File: src/sv/ucs_pkg.sv
// shared types and constants for the ucs-2 little-endian to utf-8 stream converter
package ucs_pkg;

  // configuration port
  localparam int unsigned CfgIdxW  = 1;
  localparam int unsigned CfgDataW = 16;

  // register indexes
  localparam logic [CfgIdxW-1:0] RegStopOnZero = 1'd0;
  localparam logic [CfgIdxW-1:0] RegUnitLimit  = 1'd1;

  // reset values
  localparam logic        StopOnZeroRst = 1'b1;
  localparam logic [15:0] UnitLimitRst  = 16'h0000;

  // encoding thresholds and marks
  localparam logic [15:0] OneByteLim = 16'h0080;
  localparam logic [15:0] TwoByteLim = 16'h0800;
  localparam logic [2:0]  LeadTwo    = 3'b110;   // 0xc0 prefix
  localparam logic [3:0]  LeadThree  = 4'b1110;  // 0xe0 prefix
  localparam logic [1:0]  ContMark   = 2'b10;    // 0x80 prefix

  localparam logic [15:0] CountMax = 16'hFFFF;

  // default queue depth between front and back
  localparam int unsigned QDepthDef = 4;

  // one unit's work, handed from front to back
  typedef struct packed {
    logic [15:0] unit;    // code unit
    logic [1:0]  nbytes;  // utf-8 bytes to send, 0..3
    logic        fin;     // end marker follows the bytes
  } ucs_desc_t;

endpackage

File: src/sv/ucs_if.sv
// valid/ready channel interfaces for input bytes and result words
interface ucs_in_if;
  logic       valid;
  logic       ready;
  logic [7:0] in_byte;

  modport source (output valid, output in_byte, input ready);
  modport sink   (input valid, input in_byte, output ready);
endinterface

interface ucs_out_if;
  logic       valid;
  logic       ready;
  logic [7:0] utf8_byte;
  logic       byte_valid;
  logic       last_of_run;
  logic       string_end;

  modport source (output valid, output utf8_byte, output byte_valid,
                  output last_of_run, output string_end, input ready);
  modport sink   (input valid, input utf8_byte, input byte_valid,
                  input last_of_run, input string_end, output ready);
endinterface

File: src/sv/ucs_front.sv
// front end: byte pairing, unit classification, string length tracking
module ucs_front (
  input  logic                          clk,
  input  logic                          rst_n,
  input  logic                          cfg_we,
  input  logic [ucs_pkg::CfgIdxW-1:0]   cfg_index,
  input  logic [ucs_pkg::CfgDataW-1:0]  cfg_wdata,
  input  logic                          in_valid,
  output logic                          in_ready,
  input  logic [7:0]                    in_byte,
  input  logic                          q_full,
  output logic                          q_push,
  output ucs_pkg::ucs_desc_t            q_desc
);

  logic        stop_on_zero_r, stop_on_zero_nxt;
  logic [15:0] unit_limit_r, unit_limit_nxt;
  logic        low_held_r, low_held_nxt;
  logic [7:0]  low_byte_r, low_byte_nxt;
  logic [15:0] units_seen_r, units_seen_nxt;

  logic        accept;
  logic [15:0] unit;
  logic [15:0] cnt_inc;
  logic        zero_stop;
  logic [1:0]  nbytes;
  logic        fin;

  // a low byte needs no queue room; a high byte may push a descriptor
  assign in_ready = !low_held_r || !q_full;
  assign accept   = in_valid && in_ready;
  assign unit     = {in_byte, low_byte_r};

  always_comb begin
    stop_on_zero_nxt = stop_on_zero_r;
    unit_limit_nxt   = unit_limit_r;
    if (cfg_we) begin
      unique case (cfg_index)
        ucs_pkg::RegStopOnZero: stop_on_zero_nxt = cfg_wdata[0];
        ucs_pkg::RegUnitLimit:  unit_limit_nxt   = cfg_wdata[15:0];
        default: ;
      endcase
    end
  end

  always_comb begin
    zero_stop = (unit == 16'h0000) && stop_on_zero_r;
    if (unit == 16'h0000)                nbytes = 2'd0;
    else if (unit < ucs_pkg::OneByteLim) nbytes = 2'd1;
    else if (unit < ucs_pkg::TwoByteLim) nbytes = 2'd2;
    else                                 nbytes = 2'd3;
    cnt_inc = (units_seen_r == ucs_pkg::CountMax) ? units_seen_r : units_seen_r + 16'd1;
    if (zero_stop) begin
      nbytes = 2'd0;
      fin    = 1'b1;
    end else begin
      fin = (unit_limit_r != 16'h0000) && (cnt_inc >= unit_limit_r);
    end
  end

  always_comb begin
    low_held_nxt   = low_held_r;
    low_byte_nxt   = low_byte_r;
    units_seen_nxt = units_seen_r;
    q_push         = 1'b0;
    if (accept) begin
      if (!low_held_r) begin
        low_held_nxt = 1'b1;
        low_byte_nxt = in_byte;
      end else begin
        low_held_nxt   = 1'b0;
        units_seen_nxt = fin ? 16'h0000 : cnt_inc;
        q_push         = fin || (nbytes != 2'd0);
      end
    end
  end

  assign q_desc = '{unit: unit, nbytes: nbytes, fin: fin};

  always_ff @(posedge clk) begin
    if (!rst_n) begin
      stop_on_zero_r <= ucs_pkg::StopOnZeroRst;
      unit_limit_r   <= ucs_pkg::UnitLimitRst;
      low_held_r     <= 1'b0;
      units_seen_r   <= 16'h0000;
    end else begin
      stop_on_zero_r <= stop_on_zero_nxt;
      unit_limit_r   <= unit_limit_nxt;
      low_held_r     <= low_held_nxt;
      units_seen_r   <= units_seen_nxt;
    end
  end

  always_ff @(posedge clk) begin
    low_byte_r <= low_byte_nxt;
  end

endmodule

File: src/sv/ucs_queue.sv
// small descriptor fifo between front and back
module ucs_queue #(
  parameter int unsigned Depth = ucs_pkg::QDepthDef
) (
  input  logic               clk,
  input  logic               rst_n,
  input  logic               push,
  input  ucs_pkg::ucs_desc_t push_desc,
  output logic               full,
  input  logic               pop,
  output ucs_pkg::ucs_desc_t pop_desc,
  output logic               empty
);

  localparam int unsigned PtrW = (Depth > 1) ? $clog2(Depth) : 1;
  localparam int unsigned CntW = $clog2(Depth + 1);
  localparam logic [PtrW-1:0] PtrLast = PtrW'(Depth - 1);
  localparam logic [CntW-1:0] CntFull = CntW'(Depth);

  ucs_pkg::ucs_desc_t mem_r [Depth];
  logic [PtrW-1:0] wr_ptr_r, wr_ptr_nxt;
  logic [PtrW-1:0] rd_ptr_r, rd_ptr_nxt;
  logic [CntW-1:0] count_r, count_nxt;
  logic            do_push, do_pop;

  assign full     = (count_r == CntFull);
  assign empty    = (count_r == '0);
  assign do_push  = push && !full;
  assign do_pop   = pop && !empty;
  assign pop_desc = mem_r[rd_ptr_r];

  always_comb begin
    wr_ptr_nxt = wr_ptr_r;
    rd_ptr_nxt = rd_ptr_r;
    count_nxt  = count_r;
    if (do_push) wr_ptr_nxt = (wr_ptr_r == PtrLast) ? '0 : wr_ptr_r + PtrW'(1);
    if (do_pop)  rd_ptr_nxt = (rd_ptr_r == PtrLast) ? '0 : rd_ptr_r + PtrW'(1);
    if (do_push && !do_pop)      count_nxt = count_r + CntW'(1);
    else if (do_pop && !do_push) count_nxt = count_r - CntW'(1);
  end

  always_ff @(posedge clk) begin
    if (!rst_n) begin
      wr_ptr_r <= '0;
      rd_ptr_r <= '0;
      count_r  <= '0;
    end else begin
      wr_ptr_r <= wr_ptr_nxt;
      rd_ptr_r <= rd_ptr_nxt;
      count_r  <= count_nxt;
    end
  end

  always_ff @(posedge clk) begin
    if (do_push) mem_r[wr_ptr_r] <= push_desc;
  end

endmodule

File: src/sv/ucs_back.sv
// back end: descriptor into utf-8 words, one per cycle unless stalled
module ucs_back (
  input  logic               clk,
  input  logic               rst_n,
  input  logic               q_empty,
  input  ucs_pkg::ucs_desc_t q_desc,
  output logic               q_pop,
  output logic               out_valid,
  input  logic               out_ready,
  output logic [7:0]         utf8_byte,
  output logic               byte_valid,
  output logic               last_of_run,
  output logic               string_end
);

  ucs_pkg::ucs_desc_t cur_r, cur_nxt;
  logic       busy_r, busy_nxt;
  logic [1:0] idx_r, idx_nxt;
  logic       ov_r, ov_nxt;
  logic [7:0] ob_r, ob_nxt;
  logic       obv_r, obv_nxt;
  logic       olast_r, olast_nxt;

  logic       adv;
  logic [2:0] total;
  logic       is_last;
  logic       is_data;
  logic [7:0] enc;

  assign adv     = !ov_r || out_ready;
  assign total   = {1'b0, cur_r.nbytes} + {2'b00, cur_r.fin};
  assign is_last = ({1'b0, idx_r} == total - 3'd1);
  assign is_data = (idx_r < cur_r.nbytes);

  // byte idx_r of the encoded unit
  always_comb begin
    unique case ({cur_r.nbytes, idx_r})
      {2'd1, 2'd0}: enc = cur_r.unit[7:0];
      {2'd2, 2'd0}: enc = {ucs_pkg::LeadTwo, cur_r.unit[10:6]};
      {2'd2, 2'd1}: enc = {ucs_pkg::ContMark, cur_r.unit[5:0]};
      {2'd3, 2'd0}: enc = {ucs_pkg::LeadThree, cur_r.unit[15:12]};
      {2'd3, 2'd1}: enc = {ucs_pkg::ContMark, cur_r.unit[11:6]};
      {2'd3, 2'd2}: enc = {ucs_pkg::ContMark, cur_r.unit[5:0]};
      default:      enc = 8'h00;
    endcase
  end

  always_comb begin
    cur_nxt   = cur_r;
    busy_nxt  = busy_r;
    idx_nxt   = idx_r;
    ov_nxt    = ov_r;
    ob_nxt    = ob_r;
    obv_nxt   = obv_r;
    olast_nxt = olast_r;
    if (ov_r && out_ready) ov_nxt = 1'b0;
    if (busy_r && adv) begin
      ov_nxt    = 1'b1;
      ob_nxt    = is_data ? enc : 8'h00;
      obv_nxt   = is_data;
      olast_nxt = is_last;
      idx_nxt   = idx_r + 2'd1;
      if (is_last) busy_nxt = 1'b0;
    end
    q_pop = !q_empty && (!busy_r || (adv && is_last));
    if (q_pop) begin
      cur_nxt  = q_desc;
      busy_nxt = 1'b1;
      idx_nxt  = 2'd0;
    end
  end

  always_ff @(posedge clk) begin
    if (!rst_n) begin
      busy_r <= 1'b0;
      ov_r   <= 1'b0;
    end else begin
      busy_r <= busy_nxt;
      ov_r   <= ov_nxt;
    end
  end

  always_ff @(posedge clk) begin
    cur_r   <= cur_nxt;
    idx_r   <= idx_nxt;
    ob_r    <= ob_nxt;
    obv_r   <= obv_nxt;
    olast_r <= olast_nxt;
  end

  assign out_valid   = ov_r;
  assign utf8_byte   = ob_r;
  assign byte_valid  = obv_r;
  assign last_of_run = olast_r;
  assign string_end  = !obv_r;

endmodule

File: src/sv/ucs2_le_to_utf8_stream.sv
// top level of the ucs-2 little-endian to utf-8 stream converter
// Converts a stream of bytes, taken in pairs low byte first as 16-bit code
// units, into utf-8 words. A unit below 0x80 gives one byte, below 0x800 two,
// anything else three (surrogate halves are encoded each on its own). A zero
// unit gives no byte; with stop_on_zero set it closes the string, and with
// unit_limit nonzero the string also closes after that many units. A closed
// string is marked by a word with byte_valid low and string_end high, and the
// last word caused by one input byte has last_of_run set. The front end takes
// one input word per cycle while the descriptor queue (QDepth entries) has
// room; a low byte is always taken. The back end drains the queue through a
// registered output stage at one result word per cycle while out_m.ready is
// high. A low byte makes no result word, a high byte up to four (three bytes
// at most plus the end marker). The first result word of a high byte passes
// through the queue and the descriptor register into the output register.
// Configuration is written through cfg_we / cfg_index / cfg_wdata (index 0
// stop_on_zero, index 1 unit_limit) while the stream is idle.
module ucs2_le_to_utf8_stream #(
  parameter int unsigned QDepth = ucs_pkg::QDepthDef
) (
  input  logic                          clk,
  input  logic                          rst_n,
  input  logic                          cfg_we,
  input  logic [ucs_pkg::CfgIdxW-1:0]   cfg_index,
  input  logic [ucs_pkg::CfgDataW-1:0]  cfg_wdata,
  ucs_in_if.sink                        in_s,
  ucs_out_if.source                     out_m
);

  // front to queue
  logic               q_push;
  ucs_pkg::ucs_desc_t q_push_desc;
  logic               q_full;
  // queue to back
  logic               q_pop;
  ucs_pkg::ucs_desc_t q_pop_desc;
  logic               q_empty;

  // pairing, classification and string length tracking
  ucs_front u_front (
    .clk       (clk),
    .rst_n     (rst_n),
    .cfg_we    (cfg_we),
    .cfg_index (cfg_index),
    .cfg_wdata (cfg_wdata),
    .in_valid  (in_s.valid),
    .in_ready  (in_s.ready),
    .in_byte   (in_s.in_byte),
    .q_full    (q_full),
    .q_push    (q_push),
    .q_desc    (q_push_desc)
  );

  // decouples input acceptance from output backpressure
  ucs_queue #(
    .Depth (QDepth)
  ) u_queue (
    .clk       (clk),
    .rst_n     (rst_n),
    .push      (q_push),
    .push_desc (q_push_desc),
    .full      (q_full),
    .pop       (q_pop),
    .pop_desc  (q_pop_desc),
    .empty     (q_empty)
  );

  // expansion to utf-8 words with the end marker appended
  ucs_back u_back (
    .clk         (clk),
    .rst_n       (rst_n),
    .q_empty     (q_empty),
    .q_desc      (q_pop_desc),
    .q_pop       (q_pop),
    .out_valid   (out_m.valid),
    .out_ready   (out_m.ready),
    .utf8_byte   (out_m.utf8_byte),
    .byte_valid  (out_m.byte_valid),
    .last_of_run (out_m.last_of_run),
    .string_end  (out_m.string_end)
  );

endmodule
File: src/flat_wrapper.sv
// flat-port wrapper written by rule: the top's interface ports become plain ports
module ucs2_le_to_utf8_stream_flat 
#(
  parameter int unsigned QDepth = ucs_pkg::QDepthDef
)
  (clk, rst_n, cfg_we, cfg_index, cfg_wdata, in_s_valid, in_s_in_byte, in_s_ready, out_m_valid, out_m_utf8_byte, out_m_byte_valid, out_m_last_of_run, out_m_string_end, out_m_ready);
  ucs_in_if in_s_i ();
  ucs_out_if out_m_i ();
  input  logic clk;
  input  logic rst_n;
  input  logic cfg_we;
  input  logic [ucs_pkg::CfgIdxW-1:0] cfg_index;
  input  logic [ucs_pkg::CfgDataW-1:0] cfg_wdata;
  input wire logic [$bits(in_s_i.valid)-1:0] in_s_valid;
  input wire logic [$bits(in_s_i.in_byte)-1:0] in_s_in_byte;
  output wire logic [$bits(in_s_i.ready)-1:0] in_s_ready;
  output wire logic [$bits(out_m_i.valid)-1:0] out_m_valid;
  output wire logic [$bits(out_m_i.utf8_byte)-1:0] out_m_utf8_byte;
  output wire logic [$bits(out_m_i.byte_valid)-1:0] out_m_byte_valid;
  output wire logic [$bits(out_m_i.last_of_run)-1:0] out_m_last_of_run;
  output wire logic [$bits(out_m_i.string_end)-1:0] out_m_string_end;
  input wire logic [$bits(out_m_i.ready)-1:0] out_m_ready;
  assign in_s_i.valid = in_s_valid;
  assign in_s_i.in_byte = in_s_in_byte;
  assign in_s_ready = in_s_i.ready;
  assign out_m_valid = out_m_i.valid;
  assign out_m_utf8_byte = out_m_i.utf8_byte;
  assign out_m_byte_valid = out_m_i.byte_valid;
  assign out_m_last_of_run = out_m_i.last_of_run;
  assign out_m_string_end = out_m_i.string_end;
  assign out_m_i.ready = out_m_ready;
  ucs2_le_to_utf8_stream #(.QDepth(QDepth)) u_core (.clk(clk), .rst_n(rst_n), .cfg_we(cfg_we), .cfg_index(cfg_index), .cfg_wdata(cfg_wdata), .in_s(in_s_i), .out_m(out_m_i));
endmodule
File: config.mk
export PLATFORM = sky130hd
export DESIGN_NAME = ucs2_le_to_utf8_stream_flat
export DESIGN_NICKNAME = d
export VERILOG_FILES = /design/src/sv/ucs_pkg.sv /design/src/sv/ucs_if.sv /design/src/sv/ucs_front.sv /design/src/sv/ucs_queue.sv /design/src/sv/ucs_back.sv /design/src/sv/ucs2_le_to_utf8_stream.sv /design/src/flat_wrapper.sv
export SDC_FILE = /design/constraint.sdc
export NUM_CORES = 1
export LEC_CHECK = 0
export BUFFER_PORTS_ARGS = -buffer_cell sky130_fd_sc_hd__buf_2
export CAP_MARGIN = 20
export CORE_MARGIN = 2
export CORE_UTILIZATION = 55
export CTS_CLUSTER_DIAMETER = 100
export DETAILED_ROUTE_END_ITERATION = 10
export PLACE_DENSITY = 0.82
export SETUP_SLACK_MARGIN = 0.1
export SYNTH_ARGS = -nofsm -noshare
export SYNTH_HDL_FRONTEND = slang
export SYNTH_SLANG_ARGS = --single-unit
File: constraint.sdc
create_clock -name clk -period 4 [get_ports clk]
set_input_delay 0 -clock clk [delete_from_list [all_inputs] [get_ports clk]]
set_output_delay 0 -clock clk [all_outputs]
set_load 0.02 [all_outputs]
Yosys cells after proc, flatten, opt, wreduce, memory -nomap -nowiden. Memory sizes are Yosys's and may differ from the RTL's. A register that Yosys moved wholly into a read port is not among the register bits. Cells that the tools add are included.

Bits in registers: 63. Memory bits (writable): 76. Bits of input ports: 30. Word-level logic and storage cells: 99. Memories kept: 1.

Memories: u_core.u_queue.mem_r (depth 4, bits a word 19, read ports 1, clocked after Yosys merged registers in 1, write ports 1, RTL line ucs_queue.sv:20) `ucs_pkg::ucs_desc_t mem_r [Depth];`.

Add/sub/neg operators: 8. Magnitude comparators: 4. Equality and inequality tests: 11. Mux-type cells: 22. Bitwise operators: 2. Reductions and logical operators: 37.

Operator list (count): 8-bit one-hot mux with 5 select lines (1); 16-bit two-way mux (2); 4-bit == test (second input constant) (5); 16-bit by 1-bit adder with 16-bit output (second input constant) (1); 16-bit == test (second input constant) (1); 16-bit >= comparator (1); 16-bit zero test (1); 16-bit by 12-bit less-than comparator with 1-bit output (second input constant) (1); 16-bit by 8-bit less-than comparator with 1-bit output (second input constant) (1); 16-bit nonzero test (1); 1-bit two-way mux (12); 1-bit logical AND (11); 2-bit two-way mux (5); 2-bit AND reduction (5); 2-bit nonzero test (5); 1-bit zero test (8); 2-bit by 1-bit adder with 2-bit output (second input constant) (3); 3-bit two-way mux (2); 3-bit by 1-bit subtractor with 3-bit output (second input constant) (2); 2-bit == test (second input constant) (2); 4-bit by 3-bit == test with 1-bit output (second input constant) (1); 1-bit logical OR (4); 2-bit by 1-bit adder with 3-bit output (1); 3-bit by 1-bit adder with 3-bit output (second input constant) (1); other kinds (6) (7).

Logic depth before layout (Yosys ltp).
Depth after elaboration: 14. Gate-level depth with buffers: 18.

Hierarchy. From an unflattened synthesis, not the netlist that was laid out.

Cells, all modules: 550. Area total of the unflattened synthesis: 7252.0 um^2.

Modules (own cells, without submodules): ucs_queue (times used 1, cells an instance 150, area an instance 3265.6 um^2, sequential area each 2462.4 um^2); ucs_front (times used 1, cells an instance 293, area an instance 2493.6 um^2, sequential area each 920.9 um^2); ucs_back (times used 1, cells an instance 107, area an instance 1492.7 um^2, sequential area each 950.9 um^2).

Worst setup path after synthesis. Ideal clock, no wire load.

Path kind: register to register. Start point: register u_core.u_front.units_seen_r[0]. End point: register u_core.u_queue.count_r[2]. Arrival time: 4.163 ns. Required time: 3.924 ns. Slack: -0.239 ns. Stages on the path, launching flop included: 19. Buffers on the path: 0. Clock period less this slack: 4.239 ns. Path through: dfxtp_1 ha_1 nand2_1 nor3_1 nand2_1 and3_1 xor2_1 ha_1 nand2_1 nor3_1 nor4b_1 o31ai_4 a21oi_2 ha_1 inv_1 fa_1 xor2_1 or3_1 a21boi_0.

Longest elaborated chain between the ends: 12. Elaborated cells on any way between the ends: 15. Classes of those cells: 1 x add/sub; 1 x order compare; 1 x eq/ne; 5 x mux; 7 x reduce/logical.

RTL lines: start: declaration (RTL line ucs_front.sv:20) `logic [15:0] units_seen_r, units_seen_nxt;`; start signal: assignment (RTL line ucs_front.sv:90) `units_seen_r <= units_seen_nxt;`; 16-bit by 1-bit adder with 16-bit output or 16-bit == test (tied branches) (RTL line ucs_front.sv:52) `cnt_inc = (units_seen_r == ucs_pkg::CountMax) ? units_seen_r : units_seen_r + 16'd1;`; 16-bit two-way mux * (RTL line ucs_front.sv:52); 16-bit >= comparator * (RTL line ucs_front.sv:57) `fin = (unit_limit_r != 16'h0000) && (cnt_inc >= unit_limit_r);`; 1-bit logical AND * (RTL line ucs_front.sv:57); 1-bit two-way mux * (RTL line ucs_front.sv:53) `if (zero_stop) begin`; 1-bit logical OR * (RTL line ucs_front.sv:73) `q_push = fin || (nbytes != 2'd0);`; 1-bit two-way mux * (RTL line ucs_front.sv:67) `if (!low_held_r) begin`; 1-bit two-way mux * (RTL line ucs_front.sv:66) `if (accept) begin`; 1-bit logical AND * (RTL line ucs_queue.sv:28) `assign do_push = push && !full;`; net u_core.u_queue.do_push (RTL line ucs_queue.sv:24) `logic do_push, do_pop;`; 1-bit zero test (RTL line ucs_queue.sv:39) `else if (do_pop && !do_push) count_nxt = count_r - CntW'(1);`; 1-bit logical AND (RTL line ucs_queue.sv:39); 2-bit nonzero test (no source line); end signal: assignment (RTL line ucs_queue.sv:50) `count_r <= count_nxt;`; end: declaration (RTL line ucs_queue.sv:23) `logic [CntW-1:0] count_r, count_nxt;`.

Mark *: on every way through the listed nets, which the timed path passes. The rest lies on a longest branch. A chain may end at the register's enable or synchronous reset.

Worst setup path after layout.
Start point: register u_core.u_front.units_seen_r[5]. End point: register u_core.u_queue.count_r[2].

Same word-level chain as after synthesis.

==> results.json <==
{
  "cellPowerDensity_nw_per_um2": 559.6,
  "synth_warnings": 0,
  "layout_common_cells": "113 x edfxtp_1, 62 x nand2_1, 42 x buf_2",
  "rsz0062_at_grt": "yes",
  "pin_count": 43,
  "arrival_ns": 4.43,
  "initial_core_util_pct": 56.29,
  "syn-cell-area_um2": 7074,
  "path_cells": "nand3_2 > nor4_4 > nand4_1 > xor2_1 > nand2_1 > ha_4 > nand4_1 > nor3_2 > nor4b_4 > o31ai_4 > a21oi_4 > ha_2 > inv_1 > fa_2 > xor2_1 > or3_1 > a21boi_1",
  "r2r_cells": 17,
  "outcome": "complete, but fails checks",
  "synth_simple_gate_area_share_pct": 12.68,
  "critPathKind": "flip-flop to flip-flop",
  "place_ws_ns": -0.1370,
  "r2r_setup_slack_ns": -0.07,
  "final_common_cell": "edfxtp_1",
  "numPortBuffers": 42,
  "required_ns": 4.36,
  "antenna_left": 0,
  "synth_cells": 539,
  "synth-compound-area-share_pct": 9.533,
  "areaGrowthSynthToFinish_pct": 23.54,
  "cts_sinks": 158,
  "cts_buffer_depth": 2,
  "ir_drop_mv": 0.2902,
  "synth_top_family_by_area": "simple AND/OR/NAND/NOR gates",
  "max_slew_margin_pct": 29.61,
  "root_buffer": "clkbuf_16",
  "slowest_delay_ns": 0.38,
  "htreeDepth": 4,
  "ys_ff_latch": 158,
  "tightest_slew_ns": 1.054,
  "synth-edff-count": 113,
  "drv_slew": 0,
  "multi_input_area_um2": 2744,
  "synth_nets": 599,
  "worst_slack_ns": -0.07464,
  "power_leakage_nw": 3.262,
  "min-delay-start": "rst_n",
  "drv_cap": 0,
  "die_area_um2": 13790,
  "start_kind": "flip-flop",
  "grt_usage_pct": 23.66,
  "synth-xor-area-share_pct": 1.609,
  "insertion_delay_ns": 0.43,
  "firstDrtPassIters": 5,
  "grt_pass1_vias": 4818,
  "hold_viol_final": 0,
  "cts_buffers": 17,
  "clk_pin_slew_ns": 0.07,
  "finalSetupViolCount": 1,
  "synthAdderAreaFrac_pct": 5.412,
  "muxShareOfSynthArea_pct": 7.057,
  "max_freq_mhz": 245.4,
  "setup_tns_ns": -0.07464,
  "wirelength_um": 16080,
  "post_drt_via_cell_ratio": 6.029,
  "drive_gt1_share_pct": 27.40,
  "vias": 4998,
  "hold_end": "u_core.u_front.stop_on_zero_r",
  "yosysUniqueCellTypes": 59,
  "dp.cells": 748,
  "rows": 41,
  "crit_start": "u_core.u_front.units_seen_r[5]",
  "core_area_um2": 12570,
  "nNetsFinal": 704,
  "r2r_end": "u_core.u_queue.count_r[2]",
  "avgRoutedWirePerCell_um": 19.40,
  "crit_path_end_kind": "flip-flop",
  "drtIter0Drc": 662,
  "final.fill_count": 772,
  "cp_max_fo": 3,
  "diodes": 0,
  "gp_congestion": 0.9095,
  "dieHeight_um": 117.4,
  "grt_max_degree": 38,
  "cp_slowest_cell": "dfxtp_2",
  "dieWidth_um": 117.4,
  "yosysSeqAreaShare_pct": 60.70,
  "dp_hpwl_um": 9196,
  "violations": "setup timing",
  "skew_ns": 0.005697,
  "antenna_found_initial": 0,
  "timing.final.crit_share_pct": 101.9,
  "grt_first_pass_wirelength_um": 25170,
  "ys.flop_type": "edfxtp_1",
  "grt_overflow": 0,
  "synth_async_sr_flop_share_pct": 0,
  "drcViolationCount": 0,
  "register_area_um2": 4328,
  "tritoncts": "yes",
  "holdCritPathClass": "input port to flip-flop",
  "fin_crit_ns": 4.075,
  "power_mw": 4.891,
  "synth_area_per_cell_um2": 13.12,
  "rr_startpoint": "u_core.u_front.units_seen_r[5]",
  "stdcell_count": 829,
  "holdPathStages": 2
}
[where the power goes]
part	switching (mW)	internal (mW)	total, mW
registers	0.157	2.08	2.24
logic	0.654	0.488	1.14
clock network	0.695	0.813	1.51
total	1.51	3.38	4.89
[through the flow]
stage | cell area [um^2] | hold WS, ns | util [%]
global route | 8740 | 0.05620 | 69.54
finish | 8740 | 0.02692 | 69.54
CTS | 8608 | 0.01552 | 68.49
floorplan | 7114 | 0.09887 | -
global placement | 7571 | 0.2296 | 60.24
detailed placement | 7571 | 0.2415 | 60.24
[layer usage]
metal	GRT usage [%]	wire, um	vias up
met5	0	0	-
met4	9.187	585	0
met3	5.642	975	74
met2	40.10	8134	272
met1	29.54	6386	2418
li1	-	-	2234
[cell usage after synthesis (2+ instances only)]
cell,instances,share of area (%)
xnor2_1,7,0.87
o211ai_1,5,0.53
o21a_1,6,0.64
dfxtp_1,45,13
a22oi_1,8,0.85
edfxtp_1,113,48
a21oi_1,7,0.50
nand3_1,13,0.92
nor4_1,7,0.62
xor2_1,6,0.74
nor4b_1,3,0.37
nor2_1,21,1.1
and2_1,9,0.80
a21boi_0,24,2.5
a32oi_1,2,0.25
nor4_4,2,0.60
or4_4,2,0.32
a21o_1,5,0.53
o21ai_0,10,0.71
nand2b_1,3,0.27
nand4_1,9,0.80
clkbuf_1,15,0.80
and3_1,7,0.62
inv_1,29,1.5
or3_1,3,0.27
o21ai_1,2,0.14
mux4_2,19,6.0
mux2i_1,6,0.85
or2_2,2,0.18
buf_2,4,0.28
ha_1,29,5.1
nor2b_1,7,0.62
a31oi_1,2,0.18
nor3_1,7,0.50
nor4_2,2,0.35
nand2_1,67,3.6
a32o_1,9,1.3
[flip-flops by register name, indices dropped and copies added, names as in the netlist]
signal	count
u_core.u_front.low_byte_r	8
u_core.u_queue.mem_r	76
u_core.u_front.low_held_r	1
u_core.u_back.cur_r	19
u_core.u_back.byte_valid	1
u_core.u_queue.rd_ptr_r	2
u_core.u_front.units_seen_r	16
u_core.u_back.busy_r	1
u_core.u_front.stop_on_zero_r	1
u_core.u_front.unit_limit_r	16
u_core.u_queue.wr_ptr_r	2
u_core.u_back.idx_r	2
u_core.u_queue.count_r	3
u_core.u_back.out_valid	1
u_core.u_back.last_of_run	1
u_core.u_back.utf8_byte	8
[cells by family after synthesis]
| kind of cell | after synthesis |
|---|---|
| xor gates and xnor gates | 13 |
| DFF | 158 |
| buffers and inverters | 52 |
| muxes | 26 |
| and+or+nand+nor | 170 |
| AOI/OAI and AO/OA | 90 |
| adders and majority gates | 30 |
[area by class of cell]
| class | count | area share, % |
|---|---|---|
| Clock buffer | 17 | 4.868 |
| Clock inverter | 15 | 1.532 |
| Inverter | 29 | 1.246 |
| Multi-Input combinational cell | 329 | 31.40 |
| Sequential cell | 158 | 49.52 |
| Tap cell | 172 | 2.462 |
| Timing Repair Buffer | 109 | 8.976 |
[how the worst max path moves through the flow]
stage and to:
2_1_floorplan u_core.u_queue.count_r[2], 3_3_place_gp u_core.u_queue.count_r[2], 3_5_place_dp u_core.u_queue.count_r[2], 4_1_cts u_core.u_queue.count_r[2]
5_1_grt u_core.u_queue.count_r[2], 6_report u_core.u_queue.count_r[2]
[critical path: cells and delay by family (launching register included)]
kind | cells | cell delay (ns)
adder cells (fa/ha/maj) | 3 | 0.84
flip-flops | 1 | 0.38
XOR/XNOR | 2 | 0.42
AO/OA/AOI/OAI | 3 | 0.42
AND/OR/NAND/NOR | 8 | 1.87
buffers and inverters | 1 | 0.06
[what timing repair did]
| action | in CTS | in global routing |
|---|---|---|
| gates resized for setup | 29 | 18 |
| hold buffers | 27 | 0 |
| endpoints found under the hold margin | 59 | 0 |
| buffers inserted | 14 | 8 |
| pin swaps | 14 | 17 |
| setup endpoints to repair | 2 | 2 |
Note: power is estimated with default switching activity, not from simulation.
